<file path="config.mk">
export PLATFORM = sky130hd
export DESIGN_NAME = ecc_div_step
export DESIGN_NICKNAME = d
export VERILOG_FILES = /design/src/design/ecc_pkg.sv /design/src/design/ecc_div_step.sv
export SDC_FILE = /design/constraint.sdc
export NUM_CORES = 1
export LEC_CHECK = 0
export ABC_AREA = 1
export BUFFER_PORTS_ARGS = -buffer_cell sky130_fd_sc_hd__buf_2
export CAP_MARGIN = 10
export CORE_AREA = 3 3 415 417
export DETAILED_ROUTE_END_ITERATION = 16
export DIE_AREA = 0 0 418 420
export HOLD_SLACK_MARGIN = 0.12
export MAX_ROUTING_LAYER = met4
export PLACE_DENSITY_LB_ADDON = 0.05
export SKIP_LAST_GASP = 1
export SLEW_MARGIN = 20
export SYNTH_ARGS = -nofsm -noshare
export SYNTH_HDL_FRONTEND = slang
export SYNTH_SLANG_ARGS = --single-unit
</file>
<file path="constraint.sdc">
create_clock -name clk -period 0.9 [get_ports clk]
set_clock_uncertainty 0.05 [all_clocks]
set_input_delay 0.09 -clock clk [delete_from_list [all_inputs] [get_ports clk]]
set_output_delay 0.09 -clock clk [all_outputs]
set_load 0.005 [all_outputs]
</file>
<file path="src/design/ecc_pkg.sv">
// ----------------------------------------------------------------------------
// ecc_pkg
// Shared types and constants of the elastic circle collision core.
// ----------------------------------------------------------------------------
package ecc_pkg;

	localparam int QB    = 27;
	localparam int NW    = 90;
	localparam int DENW  = 64;
	localparam int LANES = 4;

	localparam int LANE_FX = 0;
	localparam int LANE_FY = 1;
	localparam int LANE_SX = 2;
	localparam int LANE_SY = 3;

	typedef struct packed {
		logic               func;
		logic signed [23:0] rel_x;
		logic signed [23:0] rel_y;
		logic signed [23:0] first_vel_x;
		logic signed [23:0] first_vel_y;
		logic [15:0]        first_mass;
		logic [22:0]        first_size;
		logic signed [23:0] second_vel_x;
		logic signed [23:0] second_vel_y;
		logic [15:0]        second_mass;
		logic [22:0]        second_size_x;
		logic [22:0]        second_size_y;
	} ecc_pair_t;

	typedef struct packed {
		logic               hit;
		logic signed [23:0] new_first_vel_x;
		logic signed [23:0] new_first_vel_y;
		logic signed [23:0] new_second_vel_x;
		logic signed [23:0] new_second_vel_y;
	} ecc_result_t;

	typedef struct packed {
		logic               hit;
		logic               den_zero;
		logic               neg_x;
		logic               neg_y;
		logic signed [23:0] v1x;
		logic signed [23:0] v1y;
		logic signed [23:0] v2x;
		logic signed [23:0] v2y;
	} ecc_side_t;

	typedef struct packed {
		ecc_side_t                   side;
		logic [DENW-1:0]             den;
		logic [LANES-1:0][DENW-1:0]  rem;
		logic [LANES-1:0][QB-1:0]    nq;
	} ecc_div_t;

	function automatic logic signed [23:0] ecc_apply(
		input logic signed [23:0] v,
		input logic [QB-1:0]      q,
		input logic               sub
	);
		logic [QB+1:0]      s;
		logic signed [23:0] r;
		s = {{(QB+2-24){v[23]}}, v};
		if (sub) begin
			s = s - {2'b00, q};
		end else begin
			s = s + {2'b00, q};
		end
		if (!s[QB+1] && (|s[QB:23])) begin
			r = 24'sh7FFFFF;
		end else if (s[QB+1] && !(&s[QB:23])) begin
			r = 24'sh800000;
		end else begin
			r = s[23:0];
		end
		return r;
	endfunction

endpackage

</file>
<file path="src/design/ecc_div_step.sv">
// ----------------------------------------------------------------------------
// ecc_div_step
// One registered restoring-division step: one quotient bit on each lane.
// ----------------------------------------------------------------------------
module ecc_div_step import ecc_pkg::*; (
	input  logic     clk,
	input  logic     arst_n,
	input  logic     en,
	input  logic     vld_i,
	input  ecc_div_t d_i,
	output logic     vld_o,
	output ecc_div_t d_o
);

	logic [LANES-1:0][DENW:0] trial;
	ecc_div_t                 nxt;
	logic                     vld_q;
	ecc_div_t                 d_q;

	always_comb begin
		nxt = d_i;
		for (int l = 0; l < LANES; l++) begin
			trial[l] = {d_i.rem[l], d_i.nq[l][QB-1]};
			if (trial[l] >= {1'b0, d_i.den}) begin
				nxt.rem[l] = DENW'(trial[l] - {1'b0, d_i.den});
				nxt.nq[l]  = {d_i.nq[l][QB-2:0], 1'b1};
			end else begin
				nxt.rem[l] = trial[l][DENW-1:0];
				nxt.nq[l]  = {d_i.nq[l][QB-2:0], 1'b0};
			end
		end
	end

	always_ff @(posedge clk or negedge arst_n) begin
		if (!arst_n) begin
			vld_q <= 1'b0;
		end else if (en) begin
			vld_q <= vld_i;
		end
	end

	always_ff @(posedge clk) begin
		if (en) begin
			d_q <= nxt;
		end
	end

	assign vld_o = vld_q;
	assign d_o   = d_q;

endmodule

</file>
==> results of run 1 <==
per-stage QoR:
step / hold slack (ns) / cells / cell area, µm² / utilization [%]
after floorplan: -0.2556 / 6651 / 43670 / -
after global placement: -0.09678 / 11375 / 64090 / 37.90
after detailed placement: -0.09659 / 11375 / 64090 / 37.90
after CTS: -0.5306 / 12313 / 78340 / 46.33
after global routing: -0.3794 / 12430 / 80880 / 47.83
final: -0.3770 / 12437 / 80900 / 47.84
state kept, by name, summed over array words and instances, names as in the netlist:
register  flops
d_o         528
vld_o         1
kinds of logic after synthesis:
kind of cell             Yosys count
AO/OA/AOI/OAI                    210
XOR/XNOR                         124
adder cells (fa/ha/maj)          260
buffers and inverters           1475
flip-flops                       529
multiplexers                       1
AND/OR/NAND/NOR                 4052
worst min-delay path: stages:
cell and delay [ns]:
buf_2 0.10, nand2_1 0.05, nand2_1 0.05
Yosys cell counts (4+ instances only):
master	count	area (µm²)
nor3_1	37	185.2
nor2_1	422	1584
clkbuf_1	18	67.56
inv_2	42	157.7
nand3_1	498	2492
buf_1	10	37.54
and2_1	5	31.28
or2_2	5	31.28
buf_2	25	125.1
nand2_1	2889	10840
nor2_2	34	212.7
edfxtp_1	528	15860
inv_1	1356	5090
and3_1	14	87.58
nand3_2	5	50.05
o21bai_1	6	45.04
clkinv_1	5	18.77
nor4_1	23	143.9
a21oi_1	171	855.8
nand2_4	7	78.83
buf_6	9	101.4
nand4_1	36	225.2
nor2_4	8	90.09
nand3b_1	55	412.9
xnor2_1	4	35.03
buf_8	4	60.06
o21ai_0	27	135.1
ha_1	256	3203
fa_1	4	80.08
nand2_2	10	62.56
xor2_1	120	1051
cells in the final DEF (no fill, tap or decap), types with 7 or more instances in the layout:
| cell | netlist | final |
|---|---|---|
| buf_12 | 3 | 151 |
| buf_16 | 0 | 25 |
| nor2_2 | 34 | 104 |
| and3_1 | 14 | 14 |
| inv_2 | 42 | 82 |
| inv_1 | 1356 | 1301 |
| clkinvlp_4 | 0 | 11 |
| ha_1 | 256 | 102 |
| a21oi_1 | 171 | 147 |
| buf_4 | 3 | 1475 |
| nand2_1 | 2889 | 2618 |
| nor2_4 | 8 | 59 |
| nand3_1 | 498 | 388 |
| clkinv_1 | 5 | 18 |
| nor4_1 | 23 | 19 |
| nand3_2 | 5 | 100 |
| edfxtp_1 | 528 | 528 |
| nor2_1 | 422 | 301 |
| a21oi_2 | 0 | 22 |
| nand4_1 | 36 | 36 |
| o21ai_0 | 27 | 23 |
| clkinv_2 | 0 | 9 |
| nor3_1 | 37 | 31 |
| nand3b_1 | 55 | 55 |
| diode_2 | 0 | 20 |
| buf_2 | 25 | 1048 |
| nand2_4 | 7 | 51 |
| nand2_2 | 10 | 231 |
| ha_2 | 0 | 11 |
| ha_4 | 0 | 143 |
| clkbuf_16 | 0 | 79 |
| xor2_1 | 120 | 116 |
| nand3_4 | 0 | 15 |
| clkbuf_1 | 18 | 20 |
| buf_8 | 4 | 10 |
| dlygate4sd3_1 | 0 | 714 |
| buf_6 | 9 | 53 |
| nand2_8 | 0 | 7 |
what timing repair did:
action | 4_1_cts | 5_1_grt
hold buffers | 653 | 62
resized for setup | 742 | 319
hold endpoints to repair | 1054 | 369
gates cloned | 29 | 10
endpoints found under the setup margin | 789 | 1023
buffers inserted | 126 | 33
pin swaps | 161 | 87
area by class of cell:
type / count / area (µm²) / area share, %
Timing Repair Buffer: 3488 / 28260 / 34.93
Tap cell: 2218 / 2775 / 3.430
Inverter: 1403 / 5324 / 6.581
Clock buffer: 92 / 1877 / 2.320
Sequential cell: 529 / 15880 / 19.63
Clock inverter: 39 / 397.9 / 0.4918
Multi-Input combinational cell: 4648 / 26340 / 32.55
Antenna cell: 20 / 50.05 / 0.06186
worst paths after layout:
path / to / start / slack [ns] / cells after the start
hold / removal: d_o[358] / d_i[357] / -0.38 / 3
hold reg to reg: vld_o / vld_o / 0.47 / 1
setup reg to reg: vld_o / vld_o / 0.11 / 1
max in group asynchronous: vld_o / arst_n / 0.20 / 3
min in group asynchronous: vld_o / arst_n / 0.40 / 3
setup / recovery: d_o[250] / d_i[373] / -1.11 / 18
power groups by stage:
stage	Combinational (mW)	Sequential (mW)	Clock, mW
CTS	43.4	31.9	29.6
detailed placement	37.1	32.3	0
floorplan	13.9	32.3	0
global placement	37.1	32.4	0
global route	48.6	32.1	30.4
finish	45.3	31.9	28.9
per-layer routing:
metal	up-vias	GRT usage, %	share of wire, %
met2	1783	57.71	49
met5	-	-	0
met1	25792	36.98	39
li1	27498	-	-
met4	0	18.48	6.9
met3	481	3.830	4.8
==> impl_results.md, run 1 <==
* Status: complete, but fails checks
* Failing checks: hold timing, setup timing
* VDD IR max at 1494 µV
* Fmax at 497.3 MHz
* Die X at between 400 and 500 µm
* Number of I/O port buffers at 1,060
* Combinational family with the most area after synthesis: simple AND/OR/NAND/NOR gates
* Tcrit/Tclk final at 223.4%
* Worst EP arrival at approximately 2.4 ns
* Switching power at 38.09 mW
* CP Capture Type: flip-flop
* Setup TNS at -519.47 ns
* Max stage delay cell, worst path: ha_4
* Top FF cell, synth: edfxtp_1
* Post-Syn Area at 43,670 µm²
* Root Buffer: clkbuf_16
* Vias at 55,554
* Grt total ovfl at 0
* Hold_ws at -0.3770 ns
* Average wire per standard cell at 23.77 µm
* H-tree depth at 3
* All-Layer GR Usage at 33.17%
* Pin count of the biggest net entering global routing at 63
* Setup violations, final at 1,059
* Number of global-route vias before repair at around 55,000
* 1st-iter DRT viols at just under 4,000
* Routability Congestion at 0.9844
* I/O pin total at 1,061
* DIE AREA at 175,600 µm²
* Crit start category: input port
* Ys Warns at 0
* Initial antenna violation count at 29
* Hold Path Class: in2reg
* CTS tree: done
* Post-DRT Antenna Nets at 0
* Synthesized-area fraction occupied by adder cells at 7.517%
* CP required at 1.27 ns
* Final hold viol count at 50
* Compound-Gate Fraction of Synth Area at 2.478%
* Delay-heaviest family, CP: buffers and inverters
* Min Tclk post-route at 2.011 ns
* RSZ-0062 raised after global routing: true
* Pre-CTS setup slack at -2.395 ns
* Max_cap viols at 0
* Post-route setup slack at -1.111 ns
* Pint at 67.99 mW
* TritonCTS Buffers at 71
* Slowest stage delay, CP at 0.26 ns
* DRT Pass-1 Iters at 6
* Synth Area in XOR/XNOR at 2.487%
* EDFF count, synth at 528
* Clk slew on worst S/H paths at 0.05 ns
* Tightest Pin Transition at about 0.59 ns
* Seq/Total Area, Yosys at 36.36%
* Detailed Route WL at 295,600 µm
* Switching fraction of total power at 35.90%
* Clk sinks at around 530
* Ys async rst share at 0.1890%
* Initial Utilization at around 26%
* Chip height at 420 µm
* Mean Syn Cell Area at 6.567 µm²
* Peak fanout along the critical path at 62
* HPWL Detailed at roughly 240,000 µm
* P_leak at 42.91 nW
* Num rows at roughly 150
* Combinational share of power at 42.7%
* Final Power at 106.1 mW
* DRC at 0
* Post-Synthesis Cells at 6,651
* Distinct cells, synth at 42
* Slew Viols, Final at 0
* Most frequent CP cell: nand2_2
* Synthesized flop and latch total at 529
* Synth Net Count at approximately 7,400
* NumNets Final at 10,933
* First-pass GRT wire length at around 400,000 µm
* Post-synthesis mux area share at 0.02578%
* Critical-path cell list: buf_6, clkinvlp_4, buf_12, buf_12, ha_4, buf_4, nand2_4, nor2_4, nand2_2, inv_2, nand2_2, nand2_2, nand2_2, nand2_2, nand2_4, buf_12, nand3_2, nand2_1
* Layout area overhead at 85.24%
* Vias/cell at 4.467
* Worst-Skew Late Latency at 0.68 ns
* Sequential power share at 30.1%
* CP Buf/Inv Count at 7
* Slew margin rel. at 60.71%
* Setup CP Type: in2reg
* PwrDens at 1311 nW/µm²
* Max Buffers Root-to-Sink at 3
* Simple-Gate Fraction of Synth Area at between 30% and 40%
* # fillers at 17,207
* Share of cells above drive strength 1 at 36.73%
* Core Box Area at 169,100 µm²
* Clock Power Share at between 20 and 30%
(Power assumes the default switching activity.)
==> inputs of run 2 (changes only) <==
--- a/config.mk
+++ b/config.mk
@@ -6,7 +6,7 @@
 export NUM_CORES = 1
 export LEC_CHECK = 0
 export ABC_AREA = 1
-export BUFFER_PORTS_ARGS = -buffer_cell sky130_fd_sc_hd__buf_2
+export BUFFER_PORTS_ARGS = -buffer_cell sky130_fd_sc_hd__buf_4
 export CAP_MARGIN = 10
 export CORE_AREA = 3 3 415 417
 export DETAILED_ROUTE_END_ITERATION = 16
==> run 2 against run 1 <==
Against the previous run:
- the run still ends with hold timing, setup timing left
- worst hold slack gained 0.0086 ns
- cell count fell by 1.3%
- maximum frequency increased by 1.4%
- power fell by 1.8%
- wire length is 1.5% lower
- clock-buffer cell count down 8
- sequential power about the same
- register-to-register slack barely moved
- via count decreased by 2.1%
- cell area fell by 0.47%
- first-iteration DRC count shrank 10%
- sequential share of layout area increased by 0.094 points
==> impl_results.md, run 2 (same netlist as run 1, synthesis figures left out) <==
* Status: complete, but fails checks
* Failing checks: hold timing, setup timing
* Peak fanout along the critical path at 34 (-45%)
* Most frequent cells in the layout: nand2_1 (2,617), buf_4 (2,534), inv_1 (1,292), dlygate4sd3_1 (635), edfxtp_1 (528)
* Number of global-route vias before repair at 53,531 (-2.6%)
* Post-route setup slack at -1.082 ns (+0.02850 ns)
* Tcrit/Tclk final at 220.3% (-3.2 points)
* Initial Utilization at 25.83% (unchanged)
* Initial antenna violation count at 22 (-24%)
* HPWL Detailed at 241,800 µm (+2.4%)
* Fmax at 504.4 MHz (+1.4%)
* Worst R2R Path Depth at 1 (unchanged)
* Vias/cell at 4.430 (-0.82%)
* NumNets Final at 10,780 (-1.4%)
* CP Capture Type: flip-flop
* DRC at 0 (unchanged)
* Max Buffers Root-to-Sink at 3 (unchanged)
* Most common cell after layout, fill and taps aside: nand2_1
* Final core occ at 47.62% (-0.23 points)
* Die X at 418 µm (unchanged)
* 1st-iter DRT viols at 3,512 (-10%)
* Placed cell area at 67,140 µm² (+4.8%)
* Share of cells above drive strength 1 at 36.35% (-0.38 points)
* Slew margin rel. at 27.39% (-33 points)
* CP required at 1.27 ns (about the same)
* First-pass GRT wire length at 392,700 µm (-1.5%)
* Tightest Pin Transition at 1.086 ns (+0.4961 ns)
* TritonCTS Buffers at 69 (-2.8%)
* Crit start category: input port
* Worst-Skew Late Latency at 0.70 ns (+0.02 ns)
* H-tree depth at 3 (unchanged)
* Slew Viols, Final at 0 (unchanged)
* Setup violations, final at 1,521 (+44%)
* Min Tclk post-route at 1.982 ns (-0.02850 ns)
* DIE AREA at 175,600 µm² (unchanged)
* # fillers at 17,303 (+0.56%)
* Routability Congestion at 0.9858 (+0.14%)
* Max FFs per register at 528 (unchanged)
* Hold depth at 3 (unchanged)
* Pin count of the biggest net entering global routing at 63 (unchanged)
* Grt total ovfl at 0 (unchanged)
* CTS tree: done
* Clk slew on worst S/H paths at 0.06 ns (about the same)
* I/O pin total at 1,061 (unchanged)
* Detailed Route WL at 291,200 µm (-1.5%)
* Chip height at 420 µm (unchanged)
* RSZ-0062 raised after global routing: true
* Num rows at 151 (unchanged)
* Clk sinks at 529 (unchanged)
* Final hold viol count at 119 (+140%)
* Root Buffer: clkbuf_16
* Final Power at 104.2 mW (-1.8%)
* Hold_ws at -0.3684 ns (+0.008613 ns)
* Final Cell Area at 80,520 µm² (-0.47%)
* All-Layer GR Usage at 32.64% (-0.53 points)
* Layout area overhead at 84.36%
* P_leak at 42.42 nW (-1.1%)
* Hold Path Class: in2reg
* Post-DRT Antenna Nets at 0 (unchanged)
* Core Box Area at 169,100 µm² (unchanged)
* PwrDens at 1294 nW/µm² (-1.3%)
* Setup CP Type: in2reg
* Number of I/O port buffers at 1,060 (unchanged)
* Worst EP arrival at 2.35 ns (-0.03 ns)
* DRT Pass-1 Iters at 6 (unchanged)
* VDD IR max at 1352 µV (-9.5%)
* Average wire per standard cell at 23.72 µm (-0.19%)
* Vias at 54,383 (-2.1%)
* Max_cap viols at 0 (unchanged)
-- run 2: cell count changes in the layout (fill, tap and decap cells not counted), moves of 22 or more --
| cell | before | now |
|---|---|---|
| nor2_2 | 104 | 135 |
| buf_4 | 1475 | 2534 |
| dlygate4sd3_1 | 714 | 635 |
| buf_2 | 1048 | 0 |
| nand2_2 | 231 | 253 |
| nand3_2 | 100 | 45 |
| nand3_1 | 388 | 445 |
| buf_16 | 25 | 3 |
| nor2_1 | 301 | 279 |
| buf_12 | 151 | 120 |
-- run 2: metrics by stage --
stage	TNS [ns]	instances	setup WS [ns]	hold slack, ns
final	-889.75	12276	-1.082	-0.3684
after global routing	-899.53	12271	-1.111	-0.4085
after CTS	-886.54	12183	-1.050	-0.4390
after detailed placement	-635.90	11438	-2.196	-0.1274
after global placement	-639.68	11438	-2.263	-0.1282
after floorplan	-275.51	6651	-1.093	-0.2556
-- run 2: layer usage --
metal | track usage, % | share of wire, % | vias up
li1 | - | - | 27151
met4 | 14.96 | 5.8 | 0
met2 | 57.95 | 50 | 1524
met5 | - | 0 | -
met1 | 36.46 | 39 | 25288
met3 | 4.091 | 4.6 | 420
-- run 2: cell type report --
cell class / count / area (µm²) / share of cell area (%)
Antenna cell: 19 / 47.55 / 0.05905
Clock buffer: 84 / 1783 / 2.214
Clock inverter: 38 / 295.3 / 0.3667
Inverter: 1403 / 5333 / 6.623
Multi-Input combinational cell: 4647 / 25880 / 32.14
Sequential cell: 529 / 15880 / 19.72
Tap cell: 2218 / 2775 / 3.447
Timing Repair Buffer: 3337 / 28510 / 35.41
Timing Repair inverter: 1 / 16.27 / 0.02020
-- run 2: final timing paths --
kind                            slack [ns]  startpoint  endpoint
worst max-delay path                 -1.08    d_i[373]  d_o[241]
min in group asynchronous             0.37      arst_n     vld_o
max in group asynchronous             0.24      arst_n     vld_o
worst min-delay path                 -0.37    d_i[359]  d_o[360]
worst max register to register        0.10       vld_o     vld_o
worst min register to register        0.47       vld_o     vld_o
-- run 2: critical path: stages --
cell and delay, ns:
buf_4 0.11, clkinvlp_4 0.15, buf_12 0.19, ha_1 0.35, nand2_1 0.15, nor2_2 0.16, nand2_2 0.12, nor2_1 0.10
nand3_1 0.10, o21ai_2 0.19, nor2_4 0.09, buf_4 0.14, buf_12 0.16, nand3_1 0.10, nand2_1 0.12
-- run 2: what timing repair did --
item,4_1_cts,5_1_grt
buffers inserted,18,34
endpoints found under the hold margin,1054,194
setup endpoints to repair,789,1421
pin swaps,19,108
cloned,3,8
hold buffers,602,33
resized for setup,211,722
-- run 2: where the power goes --
group	switching, mW	internal, mW	leakage (nW)
Sequential	1.27	30.7	5.17
Clock	12.1	14.5	1.01
Combinational	23.9	21.6	36.2
